$ cat config.mk
export PLATFORM = sky130hd
export DESIGN_NAME = idle_dim_blank_controller_unit
export DESIGN_NICKNAME = d
export VERILOG_FILES = /design/src/sv/idbc_pkg.sv /design/src/sv/idbc_regs.sv /design/src/sv/idbc_front.sv /design/src/sv/idbc_queue.sv /design/src/sv/idbc_back.sv /design/src/sv/idle_dim_blank_controller_unit.sv
export SDC_FILE = /design/constraint.sdc
export NUM_CORES = 2
export LEC_CHECK = 0
export ABC_AREA = 1
export BUFFER_PORTS_ARGS = -buffer_cell sky130_fd_sc_hd__buf_2
export CAP_MARGIN = 20
export CELL_PAD_IN_SITES_DETAIL_PLACEMENT = 1
export CELL_PAD_IN_SITES_GLOBAL_PLACEMENT = 1
export CORE_MARGIN = 2
export CORE_UTILIZATION = 54
export DETAILED_ROUTE_END_ITERATION = 6
export GPL_TIMING_DRIVEN = 1
export PLACE_DENSITY_LB_ADDON = 0.1
export SYNTH_ARGS = -nofsm -noshare
export SYNTH_HDL_FRONTEND = slang
export SYNTH_HIERARCHICAL = 1
export SYNTH_SLANG_ARGS = --single-unit
export TNS_END_PERCENT = 5
$ cat constraint.sdc
create_clock -name clk_i -period 16.1 [get_ports clk_i]
set_input_delay 1.61 -clock clk_i [delete_from_list [all_inputs] [get_ports clk_i]]
set_output_delay 1.61 -clock clk_i [all_outputs]
set_load 0.1 [all_outputs]
$ cat src/sv/idbc_pkg.sv
// Shared types, codes and constants of the display idle controller.
`timescale 1ns / 1ps
`default_nettype none

package idbc_pkg;

  // Entries of the queue between the event front and the result back.
  localparam int unsigned QUEUE_DEPTH = 2;

  localparam int unsigned LVL_W  = 16;
  localparam int unsigned TIME_W = 64;
  localparam int unsigned MAX_RES = 4;

  localparam int unsigned MS_PER_SEC     = 1000;
  localparam int unsigned PER_MILLE      = 1000;
  localparam int unsigned DIM_LEAD_SECS  = 2;
  localparam int unsigned DIM_FLOOR      = 5;

  // Millisecond thresholds: 65535 s * 1000 fits in 26 bits.
  localparam int unsigned MS_W   = 26;
  localparam int unsigned PROG_W = 10;
  localparam int unsigned PROD_W = LVL_W + PROG_W;

  // floor(x / 1000) = (x * RECIP_MUL) >> RECIP_SHIFT for any 26-bit x.
  localparam int unsigned RECIP_SHIFT = 36;
  localparam logic [26:0] RECIP_MUL   = 27'd68719477;

  // Register indexes on the configuration port.
  localparam logic [2:0] REG_TIMEOUT    = 3'd0;
  localparam logic [2:0] REG_BRIGHTNESS = 3'd1;
  localparam logic [2:0] REG_BACKLIGHT  = 3'd2;
  localparam logic [2:0] REG_FB_BLANK   = 3'd3;
  localparam logic [2:0] REG_TIMEOUT_EN = 3'd4;

  typedef enum logic [2:0] {
    ACT_NONE           = 3'd0,
    ACT_SET            = 3'd1,
    ACT_FB_BLANK       = 3'd2,
    ACT_FB_UNBLANK     = 3'd3,
    ACT_BLANK_SCRIPT   = 3'd4,
    ACT_UNBLANK_SCRIPT = 3'd5
  } act_e;

  typedef struct packed {
    logic [LVL_W-1:0] timeout_secs;
    logic [LVL_W-1:0] brightness_setting;
    logic             has_backlight;
    logic             fb_blank_enable;
    logic             timeout_feature;
  } cfg_t;

  // All results of one event; num is the count of valid entries (1..4).
  typedef struct packed {
    logic [MAX_RES-1:0][2:0]       act;
    logic [MAX_RES-1:0][LVL_W-1:0] lvl;
    logic [2:0]                    num;
    logic                          accepted;
    logic                          scr_off;
  } rec_t;

endpackage

`default_nettype wire

$ cat src/sv/idbc_regs.sv
// Configuration registers behind an APB-style port.
`timescale 1ns / 1ps
`default_nettype none

module idbc_regs import idbc_pkg::*; (
  input  wire logic        clk_i,
  input  wire logic        rst_ni,
  input  wire logic        psel,
  input  wire logic        penable,
  input  wire logic        pwrite,
  input  wire logic [4:0]  paddr,
  input  wire logic [31:0] pwdata,
  output logic      [31:0] prdata,
  output logic             pready,
  output cfg_t             cfg_o
);

  cfg_t       cfg_q;
  logic       wr_en;
  logic [2:0] reg_idx;

  assign pready  = 1'b1;
  assign wr_en   = psel & penable & pwrite;
  assign reg_idx = paddr[4:2];
  assign cfg_o   = cfg_q;

  always_ff @(posedge clk_i or negedge rst_ni) begin
    if (!rst_ni) begin
      cfg_q.timeout_secs       <= '0;
      cfg_q.brightness_setting <= 16'd255;
      cfg_q.has_backlight      <= 1'b0;
      cfg_q.fb_blank_enable    <= 1'b1;
      cfg_q.timeout_feature    <= 1'b1;
    end else if (wr_en) begin
      case (reg_idx)
        REG_TIMEOUT:    cfg_q.timeout_secs       <= pwdata[LVL_W-1:0];
        REG_BRIGHTNESS: cfg_q.brightness_setting <= pwdata[LVL_W-1:0];
        REG_BACKLIGHT:  cfg_q.has_backlight      <= pwdata[0];
        REG_FB_BLANK:   cfg_q.fb_blank_enable    <= pwdata[0];
        REG_TIMEOUT_EN: cfg_q.timeout_feature    <= pwdata[0];
        default: ;
      endcase
    end
  end

  always_comb begin
    case (reg_idx)
      REG_TIMEOUT:    prdata = 32'(cfg_q.timeout_secs);
      REG_BRIGHTNESS: prdata = 32'(cfg_q.brightness_setting);
      REG_BACKLIGHT:  prdata = 32'(cfg_q.has_backlight);
      REG_FB_BLANK:   prdata = 32'(cfg_q.fb_blank_enable);
      REG_TIMEOUT_EN: prdata = 32'(cfg_q.timeout_feature);
      default:        prdata = '0;
    endcase
  end

endmodule

`default_nettype wire

$ cat src/sv/idbc_front.sv
// Event front: buffers an event, runs the idle timers and dim ramp, emits one result record.
`timescale 1ns / 1ps
`default_nettype none

module idbc_front import idbc_pkg::*; (
  input  wire logic              clk_i,
  input  wire logic              rst_ni,
  input  wire cfg_t              cfg_i,
  input  wire logic              ev_valid_i,
  output logic                   ev_ready_o,
  input  wire logic [1:0]        ev_kind_i,
  input  wire logic [TIME_W-1:0] ev_time_i,
  output logic                   rec_valid_o,
  input  wire logic              rec_ready_i,
  output rec_t                   rec_o
);

  typedef enum logic [1:0] {EV_TICK, EV_ACTIVITY, EV_ON, EV_OFF} kind_e;
  typedef enum logic [1:0] {MODE_ON, MODE_DIM, MODE_OFF, MODE_BLANKED} mode_e;
  typedef enum logic [2:0] {F_IDLE, F_RANGE, F_SCALE, F_RECIP, F_COMMIT} fstate_e;

  fstate_e state_q;

  // input buffer
  logic              buf_valid_q;
  logic [1:0]        buf_kind_q;
  logic [TIME_W-1:0] buf_time_q;

  // architectural state
  mode_e             mode_q, mode_d;
  logic [TIME_W-1:0] last_tick_q;
  logic [TIME_W-1:0] last_act_q, last_act_d;
  logic [TIME_W-1:0] dim_start_q, dim_start_d;
  logic [LVL_W-1:0]  ldl_q, ldl_d;
  logic              ldv_q, ldv_d;
  logic [LVL_W-1:0]  saved_lvl_q, saved_lvl_d;
  logic              saved_v_q, saved_v_d;

  // datapath
  logic [1:0]        kind_q;
  logic [TIME_W-1:0] time_q;
  logic [TIME_W-1:0] elapsed_q, elapsed_d;
  logic [TIME_W-1:0] de_q, de_d;
  logic [MS_W-1:0]   to_ms_q, to_ms_d;
  logic [MS_W-1:0]   lead_ms_q, lead_ms_d;
  logic              tick_live_q, tick_live_d;
  logic              dim_enter_q, dim_enter_d;
  logic              blank_due_q, blank_due_d;
  logic [LVL_W-1:0]  start_q, start_d;
  logic [LVL_W-1:0]  span_q;
  logic [PROG_W-1:0] prog_q, prog_d;
  logic [PROD_W-1:0] prod_q;
  logic [LVL_W-1:0]  quot_q;

  logic              sup;
  logic              take;
  logic              commit;
  logic [TIME_W-1:0] la_eff;
  logic [TIME_W:0]   el_diff;
  logic [TIME_W:0]   de_diff;
  logic [TIME_W-2:0] half;
  logic [LVL_W-1:0]  start_raw;
  logic [52:0]       recip_full;
  logic [LVL_W-1:0]  dim_value;
  rec_t              rec_d;

  function automatic rec_t push(rec_t r, act_e a, logic [LVL_W-1:0] l);
    rec_t o;
    o = r;
    if (o.num < 3'(MAX_RES)) begin
      o.act[o.num[1:0]] = a;
      o.lvl[o.num[1:0]] = l;
      o.num             = o.num + 3'd1;
    end
    return o;
  endfunction

  assign sup         = cfg_i.timeout_feature & (cfg_i.fb_blank_enable | cfg_i.has_backlight);
  assign ev_ready_o  = ~buf_valid_q;
  assign take        = (state_q == F_IDLE) & buf_valid_q;
  assign rec_valid_o = (state_q == F_COMMIT);
  assign commit      = rec_valid_o & rec_ready_i;
  assign rec_o       = rec_d;

  // First stage: elapsed times and thresholds, straight from the buffer.
  always_comb begin
    la_eff    = (sup && last_act_q == '0) ? buf_time_q : last_act_q;
    el_diff   = {1'b0, buf_time_q} - {1'b0, la_eff};
    elapsed_d = el_diff[TIME_W] ? '0 : el_diff[TIME_W-1:0];
    de_diff   = {1'b0, buf_time_q} - {1'b0, dim_start_q};
    de_d      = de_diff[TIME_W] ? '0 : de_diff[TIME_W-1:0];
    to_ms_d   = MS_W'(cfg_i.timeout_secs) * MS_W'(MS_PER_SEC);
    lead_ms_d = MS_W'(cfg_i.timeout_secs - LVL_W'(DIM_LEAD_SECS)) * MS_W'(MS_PER_SEC);
  end

  // Second stage: dim entry, blank decision, ramp progress and start level.
  always_comb begin
    tick_live_d = sup && (cfg_i.timeout_secs != '0)
                  && (mode_q == MODE_ON || mode_q == MODE_DIM);
    dim_enter_d = tick_live_d && (cfg_i.timeout_secs > LVL_W'(DIM_LEAD_SECS))
                  && (mode_q == MODE_ON) && (elapsed_q >= TIME_W'(lead_ms_q));
    blank_due_d = tick_live_d && (elapsed_q >= TIME_W'(to_ms_q));
    half        = de_q[TIME_W-1:1];
    if (dim_enter_d) begin
      prog_d = '0;
    end else if (half > (TIME_W-1)'(PER_MILLE)) begin
      prog_d = PROG_W'(PER_MILLE);
    end else begin
      prog_d = half[PROG_W-1:0];
    end
    if (dim_enter_d) begin
      start_raw = cfg_i.has_backlight ? cfg_i.brightness_setting : '0;
    end else begin
      start_raw = saved_v_q ? saved_lvl_q : '0;
    end
    start_d = (start_raw < LVL_W'(DIM_FLOOR)) ? LVL_W'(DIM_FLOOR) : start_raw;
  end

  assign recip_full = 53'(prod_q) * 53'(RECIP_MUL);
  assign dim_value  = start_q - quot_q;

  // Commit: apply the event to the state and build its result list.
  always_comb begin
    logic do_blank;
    logic do_unblank;
    do_blank    = 1'b0;
    do_unblank  = 1'b0;
    mode_d      = mode_q;
    last_act_d  = last_act_q;
    dim_start_d = dim_start_q;
    ldl_d       = ldl_q;
    ldv_d       = ldv_q;
    saved_lvl_d = saved_lvl_q;
    saved_v_d   = saved_v_q;
    rec_d       = '0;
    case (kind_e'(kind_q))
      EV_TICK: begin
        if (tick_live_q) begin
          if (dim_enter_q) begin
            saved_v_d   = cfg_i.has_backlight;
            saved_lvl_d = cfg_i.has_backlight ? cfg_i.brightness_setting : '0;
            mode_d      = MODE_DIM;
            dim_start_d = time_q;
            ldv_d       = 1'b0;
            ldl_d       = '0;
          end
          if (mode_d == MODE_DIM && cfg_i.has_backlight) begin
            if (!ldv_d || dim_value != ldl_d) begin
              rec_d = push(rec_d, ACT_SET, dim_value);
              ldl_d = dim_value;
              ldv_d = 1'b1;
            end
          end
          do_blank = blank_due_q;
        end
      end
      EV_ACTIVITY: begin
        if (sup) begin
          do_unblank = (mode_q != MODE_ON);
          last_act_d = last_tick_q;
        end
      end
      EV_ON: begin
        if (sup) begin
          rec_d.accepted = 1'b1;
          if (mode_q == MODE_ON) begin
            if (cfg_i.fb_blank_enable) rec_d = push(rec_d, ACT_FB_UNBLANK, '0);
            if (cfg_i.has_backlight) begin
              rec_d = push(rec_d, ACT_SET, cfg_i.brightness_setting);
            end
          end else begin
            do_unblank = 1'b1;
          end
          last_act_d = last_tick_q;
        end
      end
      EV_OFF: begin
        if (sup) begin
          rec_d.accepted = 1'b1;
          do_blank       = 1'b1;
        end
      end
      default: ;
    endcase
    if (do_blank && (mode_d == MODE_ON || mode_d == MODE_DIM)) begin
      if (mode_d == MODE_ON) begin
        saved_v_d   = cfg_i.has_backlight;
        saved_lvl_d = cfg_i.has_backlight ? cfg_i.brightness_setting : '0;
      end
      mode_d = MODE_OFF;
      if (cfg_i.has_backlight) rec_d = push(rec_d, ACT_SET, '0);
      rec_d = push(rec_d, ACT_BLANK_SCRIPT, '0);
      if (cfg_i.fb_blank_enable) begin
        rec_d  = push(rec_d, ACT_FB_BLANK, '0);
        mode_d = MODE_BLANKED;
      end
    end
    if (do_unblank) begin
      if (mode_q == MODE_BLANKED) rec_d = push(rec_d, ACT_FB_UNBLANK, '0);
      if (mode_q == MODE_OFF || mode_q == MODE_BLANKED) begin
        rec_d = push(rec_d, ACT_UNBLANK_SCRIPT, '0);
      end
      if (saved_v_q) rec_d = push(rec_d, ACT_SET, saved_lvl_q);
      mode_d      = MODE_ON;
      dim_start_d = '0;
      ldv_d       = 1'b0;
      ldl_d       = '0;
    end
    if (rec_d.num == '0) rec_d = push(rec_d, ACT_NONE, '0);
    rec_d.scr_off = (mode_d == MODE_OFF) || (mode_d == MODE_BLANKED);
  end

  always_ff @(posedge clk_i or negedge rst_ni) begin
    if (!rst_ni) begin
      state_q     <= F_IDLE;
      buf_valid_q <= 1'b0;
      mode_q      <= MODE_ON;
      last_tick_q <= '0;
      last_act_q  <= '0;
      dim_start_q <= '0;
      ldl_q       <= '0;
      ldv_q       <= 1'b0;
      saved_lvl_q <= '0;
      saved_v_q   <= 1'b0;
    end else begin
      if (ev_valid_i && ev_ready_o) begin
        buf_valid_q <= 1'b1;
      end else if (take) begin
        buf_valid_q <= 1'b0;
      end
      case (state_q)
        F_IDLE: begin
          if (take) begin
            if (kind_e'(buf_kind_q) == EV_TICK) begin
              // record the tick time and start the idle clock on the first one
              last_tick_q <= buf_time_q;
              last_act_q  <= la_eff;
              state_q     <= F_RANGE;
            end else begin
              state_q <= F_COMMIT;
            end
          end
        end
        F_RANGE:  state_q <= F_SCALE;
        F_SCALE:  state_q <= F_RECIP;
        F_RECIP:  state_q <= F_COMMIT;
        F_COMMIT: begin
          if (commit) begin
            mode_q      <= mode_d;
            last_act_q  <= last_act_d;
            dim_start_q <= dim_start_d;
            ldl_q       <= ldl_d;
            ldv_q       <= ldv_d;
            saved_lvl_q <= saved_lvl_d;
            saved_v_q   <= saved_v_d;
            state_q     <= F_IDLE;
          end
        end
        default: state_q <= F_IDLE;
      endcase
    end
  end

  always_ff @(posedge clk_i) begin
    if (ev_valid_i && ev_ready_o) begin
      buf_kind_q <= ev_kind_i;
      buf_time_q <= ev_time_i;
    end
    if (take) begin
      kind_q    <= buf_kind_q;
      time_q    <= buf_time_q;
      elapsed_q <= elapsed_d;
      de_q      <= de_d;
      to_ms_q   <= to_ms_d;
      lead_ms_q <= lead_ms_d;
    end
    if (state_q == F_RANGE) begin
      tick_live_q <= tick_live_d;
      dim_enter_q <= dim_enter_d;
      blank_due_q <= blank_due_d;
      start_q     <= start_d;
      span_q      <= start_d - LVL_W'(DIM_FLOOR);
      prog_q      <= prog_d;
    end
    if (state_q == F_SCALE) begin
      prod_q <= PROD_W'(span_q) * PROD_W'(prog_q);
    end
    if (state_q == F_RECIP) begin
      quot_q <= recip_full[RECIP_SHIFT+LVL_W-1:RECIP_SHIFT];
    end
  end

endmodule

`default_nettype wire

$ cat src/sv/idbc_queue.sv
// Short FIFO of event result records between the front and the back.
`timescale 1ns / 1ps
`default_nettype none

module idbc_queue import idbc_pkg::*; #(
  parameter int unsigned DEPTH = QUEUE_DEPTH
) (
  input  wire logic clk_i,
  input  wire logic rst_ni,
  input  wire logic push_valid_i,
  output logic      push_ready_o,
  input  wire rec_t push_data_i,
  output logic      pop_valid_o,
  input  wire logic pop_i,
  output rec_t      pop_data_o
);

  localparam int unsigned PW = (DEPTH > 1) ? $clog2(DEPTH) : 1;
  localparam int unsigned CW = $clog2(DEPTH + 1);

  rec_t          mem_q [DEPTH];
  logic [PW-1:0] wr_ptr_q, rd_ptr_q;
  logic [CW-1:0] count_q;
  logic          do_push, do_pop;

  assign push_ready_o = (count_q != CW'(DEPTH));
  assign pop_valid_o  = (count_q != '0);
  assign pop_data_o   = mem_q[rd_ptr_q];
  assign do_push      = push_valid_i & push_ready_o;
  assign do_pop       = pop_i & pop_valid_o;

  function automatic logic [PW-1:0] wrap_inc(logic [PW-1:0] p);
    return (p == PW'(DEPTH - 1)) ? '0 : p + PW'(1);
  endfunction

  always_ff @(posedge clk_i or negedge rst_ni) begin
    if (!rst_ni) begin
      wr_ptr_q <= '0;
      rd_ptr_q <= '0;
      count_q  <= '0;
    end else begin
      if (do_push) wr_ptr_q <= wrap_inc(wr_ptr_q);
      if (do_pop)  rd_ptr_q <= wrap_inc(rd_ptr_q);
      case ({do_push, do_pop})
        2'b10:   count_q <= count_q + CW'(1);
        2'b01:   count_q <= count_q - CW'(1);
        default: count_q <= count_q;
      endcase
    end
  end

  always_ff @(posedge clk_i) begin
    if (do_push) mem_q[wr_ptr_q] <= push_data_i;
  end

endmodule

`default_nettype wire

$ cat src/sv/idbc_back.sv
// Result back: walks a record and drives one result beat per cycle, unless stalled, from an output register.
`timescale 1ns / 1ps
`default_nettype none

module idbc_back import idbc_pkg::*; (
  input  wire logic        clk_i,
  input  wire logic        rst_ni,
  input  wire logic        rec_valid_i,
  input  wire rec_t        rec_i,
  output logic             rec_pop_o,
  output logic             res_valid_o,
  input  wire logic        res_ready_i,
  output logic [2:0]       res_action_o,
  output logic [LVL_W-1:0] res_level_o,
  output logic             res_accepted_o,
  output logic             res_off_o,
  output logic             res_last_o
);

  logic             out_valid_q;
  logic [1:0]       idx_q;
  logic [2:0]       act_q;
  logic [LVL_W-1:0] lvl_q;
  logic             acc_q, off_q, last_q;
  logic             load;
  logic             is_last;

  assign load      = rec_valid_i & (~out_valid_q | res_ready_i);
  assign is_last   = ({1'b0, idx_q} == (rec_i.num - 3'd1));
  assign rec_pop_o = load & is_last;

  assign res_valid_o    = out_valid_q;
  assign res_action_o   = act_q;
  assign res_level_o    = lvl_q;
  assign res_accepted_o = acc_q;
  assign res_off_o      = off_q;
  assign res_last_o     = last_q;

  always_ff @(posedge clk_i or negedge rst_ni) begin
    if (!rst_ni) begin
      out_valid_q <= 1'b0;
      idx_q       <= '0;
    end else begin
      if (load) begin
        out_valid_q <= 1'b1;
        idx_q       <= is_last ? 2'd0 : idx_q + 2'd1;
      end else if (res_ready_i) begin
        out_valid_q <= 1'b0;
      end
    end
  end

  always_ff @(posedge clk_i) begin
    if (load) begin
      act_q  <= rec_i.act[idx_q];
      lvl_q  <= rec_i.lvl[idx_q];
      acc_q  <= rec_i.accepted;
      off_q  <= rec_i.scr_off;
      last_q <= is_last;
    end
  end

endmodule

`default_nettype wire

$ cat src/sv/idle_dim_blank_controller_unit.sv
// The front walks a tick through its range, scale, reciprocal and commit stages and takes
// any other event straight to commit; results then leave at one beat per cycle while the
// result stream is ready.
// An input buffer and a result queue let new events enter while results drain.
// Reset (rst_ni low, asynchronous) sets mode on, clears all times and saved levels,
// and loads the register defaults.
`timescale 1ns / 1ps
`default_nettype none

module idle_dim_blank_controller_unit import idbc_pkg::*; #(
  parameter int unsigned QDEPTH = QUEUE_DEPTH
) (
  input  wire logic        clk_i,
  input  wire logic        rst_ni,
  // event stream
  input  wire logic        s_axis_tvalid_i,
  output logic             s_axis_tready_o,
  input  wire logic [63:0] s_axis_tdata_i,   // [63:0] time_ms
  input  wire logic [1:0]  s_axis_tuser_i,   // [1:0] kind
  // result stream
  output logic             m_axis_tvalid_o,
  input  wire logic        m_axis_tready_i,
  output logic [23:0]      m_axis_tdata_o,   // [15:0] level, [16] accepted, [17] screen_is_off
  output logic [2:0]       m_axis_tuser_o,   // [2:0] action
  output logic             m_axis_tlast_o,
  // configuration
  input  wire logic        psel,
  input  wire logic        penable,
  input  wire logic        pwrite,
  input  wire logic [4:0]  paddr,
  input  wire logic [31:0] pwdata,
  output logic      [31:0] prdata,
  output logic             pready
);

  cfg_t             cfg;
  rec_t             front_rec, back_rec;
  logic             front_valid, front_ready;
  logic             back_valid, back_pop;
  logic [LVL_W-1:0] res_level;
  logic             res_acc, res_off;

  idbc_regs u_regs (
    .clk_i   (clk_i),
    .rst_ni  (rst_ni),
    .psel    (psel),
    .penable (penable),
    .pwrite  (pwrite),
    .paddr   (paddr),
    .pwdata  (pwdata),
    .prdata  (prdata),
    .pready  (pready),
    .cfg_o   (cfg)
  );

  idbc_front u_front (
    .clk_i       (clk_i),
    .rst_ni      (rst_ni),
    .cfg_i       (cfg),
    .ev_valid_i  (s_axis_tvalid_i),
    .ev_ready_o  (s_axis_tready_o),
    .ev_kind_i   (s_axis_tuser_i),
    .ev_time_i   (s_axis_tdata_i),
    .rec_valid_o (front_valid),
    .rec_ready_i (front_ready),
    .rec_o       (front_rec)
  );

  idbc_queue #(
    .DEPTH (QDEPTH)
  ) u_queue (
    .clk_i        (clk_i),
    .rst_ni       (rst_ni),
    .push_valid_i (front_valid),
    .push_ready_o (front_ready),
    .push_data_i  (front_rec),
    .pop_valid_o  (back_valid),
    .pop_i        (back_pop),
    .pop_data_o   (back_rec)
  );

  idbc_back u_back (
    .clk_i          (clk_i),
    .rst_ni         (rst_ni),
    .rec_valid_i    (back_valid),
    .rec_i          (back_rec),
    .rec_pop_o      (back_pop),
    .res_valid_o    (m_axis_tvalid_o),
    .res_ready_i    (m_axis_tready_i),
    .res_action_o   (m_axis_tuser_o),
    .res_level_o    (res_level),
    .res_accepted_o (res_acc),
    .res_off_o      (res_off),
    .res_last_o     (m_axis_tlast_o)
  );

  assign m_axis_tdata_o = {6'b0, res_off, res_acc, res_level};

endmodule

`default_nettype wire

==> results.txt <==
The run finished with clean final reports. The share of post-route cells with drive strength above 1 came out at 7.025%. The cell area after synthesis is 65680 um^2. The critical path is of the reg -> reg type. The floorplan step defined a die boundary enclosing 124400 um^2. The count of buffer and inverter cells on the critical path is 8. The post-synthesis area per instance is 9.209 um^2.

The total setup violations reported at the end of the flow came out at 0. TritonCTS built the clock tree. The final count of pins violating max slew is 0. Cells fill 59.19% of the core in the end.

The clock tree buffer depth came out at 3. The largest stage delay on the critical path is 0.71 ns. After floorplanning, the core was sized to cover 120300 um^2. The post-DP HPWL is 155400 um. The global placer's final weighted congestion is 0.9752. The relative slew slack came out at 25.64%. The remaining antenna violation count came out at 0. At the worst endpoint, the arrival time is 8.94 ns.

The worst setup skew after layout is 0.05768 ns. Adding up every negative setup slack in the final design gives 0 ns. The final instance area came out at 71190 um^2. Sequential elements use 36.75% of the synthesized area. The number of stages on the worst setup path is 44. The initial DRC count is 3693. The CTS buffer count is 98. The final layout net count is 8429.

Pin placement for this block handled 173 I/O pins. The number of buffers inserted by port buffering is 131. For this run, global-route usage on met2 was measured as 55.55%. The per-cell via count in the routed design came out at 5.736. The number of inserted filler cells in the final layout came out at 13810. The floorplan has 127 rows. The first-pass iteration count of the detailed router is 5. The final hold violation count is 0. The first global-routing pass estimated 316400 um of wire. The via count of the first global-routing pass is 56010. The cell count after synthesis is 7132. The quantity of hold-fixing buffers added after cts is 0. On the critical path, the stage with the largest delay is an instance of sky130_fd_sc_hd__nor3_4. The effective utilization at floorplan came out at 54.60%.

The met1 demand-to-capacity share in global routing is 41.50%. The routed design has 201400 um of wire. Counting distinct cell types in the post-synthesis netlist gives 76. The count of maximum capacitance violations came out at 0. The number of warnings issued by yosys is 6.

The period utilization is 52.55%. The instance area at placement came out at 67750 um^2. The horizontal die dimension came out at 352.7 um. Counting flops with a built-in enable in the synthesized netlist gives 575. The min-delay analysis places its worst path in the category reg -> reg. The most prevalent standard cell on the critical path is sky130_fd_sc_hd__nand2_1. The clock net sink count is 849.

The worst path needs 8.460 ns of the cycle, external delays included. On the critical path the largest part of the delay comes from simple AND/OR/NAND/NOR gates. In the global route stage, met3 resource usage came out at 4.429%. The overall global routing resource usage came out at 32.42%. The clock-pin slew on the worst setup and hold paths came out at 0.07 ns. The overflow left after global routing came out at 0. The path depth of the worst reg2reg path came out at 44. In this run the most used layer during global routing was met2. The root buffer cell chosen for the clock tree is sky130_fd_sc_hd__clkbuf_16. Excluding fillers, the count of instances in the completed layout stands at 8915.

The largest net degree at the start of global routing is 122. The remaining design rule violation count came out at 0. The die is 352.7 um tall. The required time of the critical path is 16.58 ns. The number of antenna violations at the first check in global routing is 8. The number of instances on the worst hold path is 0. Gates resized during post-CTS repair numbered 0.

The count of placed standard cells including taps came out at 8727. The synthesized flop and latch total is 849. The area growth from synthesis to layout is 8.403%. The worst setup path is captured at a flop. The upper clock frequency limit is 118.2 MHz. The slew at the pin closest to its max-slew limit is 1.104 ns.

Setup repair after global routing left no endpoint under its margin. The flip-flop cell with the highest count after synthesis is sky130_fd_sc_hd__edfxtp_1. The worst setup path is launched from a flop. Of all nets on the critical path, the largest fanout is 16. The number of buffers inserted to repair setup after CTS came out at 0. The number of vias in the routed layout is 51140.

At the later pin of the worst-skew pair, clock insertion delay measures 0.71 ns. The maximum level of the CTS H-tree is 3. The mean routed wirelength per cell is 22.59 um.

The async set-reset flop share out of synthesis is 32.27%.
==> placed cells by master (no fill, tap or decap), drive strengths merged, types with 13 or more instances in the layout <==
cell    instances
o22a           24
nand2        1204
o21ai         429
a21oi         467
conb           23
edfxtp        575
nand3         230
buf           170
fa            438
nor4           39
nand4          48
o22ai          71
mux2           38
ha            663
a21o           15
o211ai         54
clkbuf        121
a31oi          70
a21boi         26
xnor2          87
inv          1337
xor2          115
dfrtp         264
or2            22
o21a           40
bufinv         13
nor2          543
nor3           41
clkinv         38
==> stage by stage <==
step | hold slack [ns] | setup slack, ns
6_report | 0.4348 | 7.640
5_1_grt | 0.4551 | 6.951
4_1_cts | 0.4381 | 7.731
3_5_place_dp | 0.4408 | 7.798
3_3_place_gp | 0.4454 | 8.162
2_1_floorplan | 0.4272 | 9.874
==> path summary, 6_finish.rpt <==
kind / from / end / slack [ns]
setup / recovery: u_front/quot_q[0]$_DFFE_PP_ / u_queue/mem_q[0][5]$_DFFE_PP_ / 7.64
hold / removal: u_front/buf_kind_q[1]$_DFFE_PP_ / u_front/kind_q[1]$_DFFE_PP_ / 0.43
setup reg to reg: u_front/quot_q[0]$_DFFE_PP_ / u_queue/mem_q[0][5]$_DFFE_PP_ / 7.64
hold reg to reg: u_front/buf_kind_q[1]$_DFFE_PP_ / u_front/kind_q[1]$_DFFE_PP_ / 0.43
max in group asynchronous: rst_ni / u_queue/rd_ptr_q$_DFFE_PN0P_ / 13.68
min in group asynchronous: rst_ni / u_front/dim_start_q[35]$_DFFE_PN0P_ / 0.98
==> logic make-up (layout without fill, tap and decap cells) <==
group	count (synthesis)	in the layout	synth area share (%)
AOI/OAI and AO/OA	1258	1258	11.04
other	3	24	0.01714
xor gates and xnor gates	202	202	2.694
adders and majority gates	1101	1101	25.98
muxes	39	39	0.6668
DFF	849	849	36.75
and+or+nand+nor	2144	2144	13.61
buffers and inverters	1536	1686	9.242
==> final cells by class <==
class / count / area (um^2) / share of cell area, %
multi-input combinational: 4767 / 35620 / 50.03
sequential: 849 / 24140 / 33.90
inverter: 1331 / 5006 / 7.032
clock buffer: 120 / 2618 / 3.677
tap: 1612 / 2017 / 2.833
timing repair buffer: 171 / 1007 / 1.415
clock inverter: 64 / 789.5 / 1.109
antenna: 1 / 2.502 / 0.003515
==> worst register-to-register path: cells and delay by family, from the launching register on <==
kind                       cells  cell delay (ns)
DFF                            1             0.45
adders and majority gates      7             2.15
buffers and inverters          8             0.95
AOI/OAI and AO/OA              7             1.35
and+or+nand+nor               22             3.31
==> flip-flops by register name, indices dropped and copies added, names as in the netlist, 3 cells and up <==
register,count
u_back/res_action_o,3
u_queue/mem_q,162
u_front/prod_q,26
u_front/state_q,3
u_front/dim_start_q,64
u_front/last_act_q,64
u_front/span_q,16
u_front/lead_ms_q,23
u_front/elapsed_q,64
u_front/to_ms_q,22
u_front/de_q,63
u_back/res_level_o,16
u_front/start_q,16
u_front/last_tick_q,64
u_front/ldl_q,16
u_front/buf_time_q,64
u_front/quot_q,16
u_front/time_q,64
u_front/prog_q,10
u_regs/cfg_o,35
u_front/saved_lvl_q,16
==> layer usage <==
layer  wire length (um)  up-vias
met3              10440      359
met2              98220     1341
met5                 35        -
li1                   -    23520
met4               8912        6
met1              83740    25910
==> cells in the mapped netlist (all sizes together), types with 3 or more instances <==
cell type	n	share of area [%]
o2111ai	3	0.040
fa	438	13
o21ai	429	3.4
o21bai	9	0.13
a21boi	26	0.30
nor4	39	0.38
o221ai	8	0.11
nand2	1204	7.0
o21a	40	0.46
o22a	24	0.32
nand3b	7	0.080
mux2	38	0.65
xor2	115	1.5
ha	663	13
buf	84	0.94
clkbuf	121	0.70
nand3	230	1.8
or2	22	0.21
o211ai	54	0.62
inv	1329	7.6
xnor2	87	1.2
dfstp	10	0.40
a211oi	7	0.080
a21oi	467	3.6
a21o	15	0.17
o311ai	4	0.053
or4	4	0.046
edfxtp	575	26
nor3	41	0.33
dfrtp	264	10
o31ai	7	0.080
nand4	48	0.46
a22oi	10	0.11
conb	3	0.017
o32ai	3	0.040
nor2	543	3.2
o22ai	71	0.68
a31oi	70	0.67
Power is not shown: default switching activity piles up to over one toggle a cycle in this logic, so the estimate is an artifact.
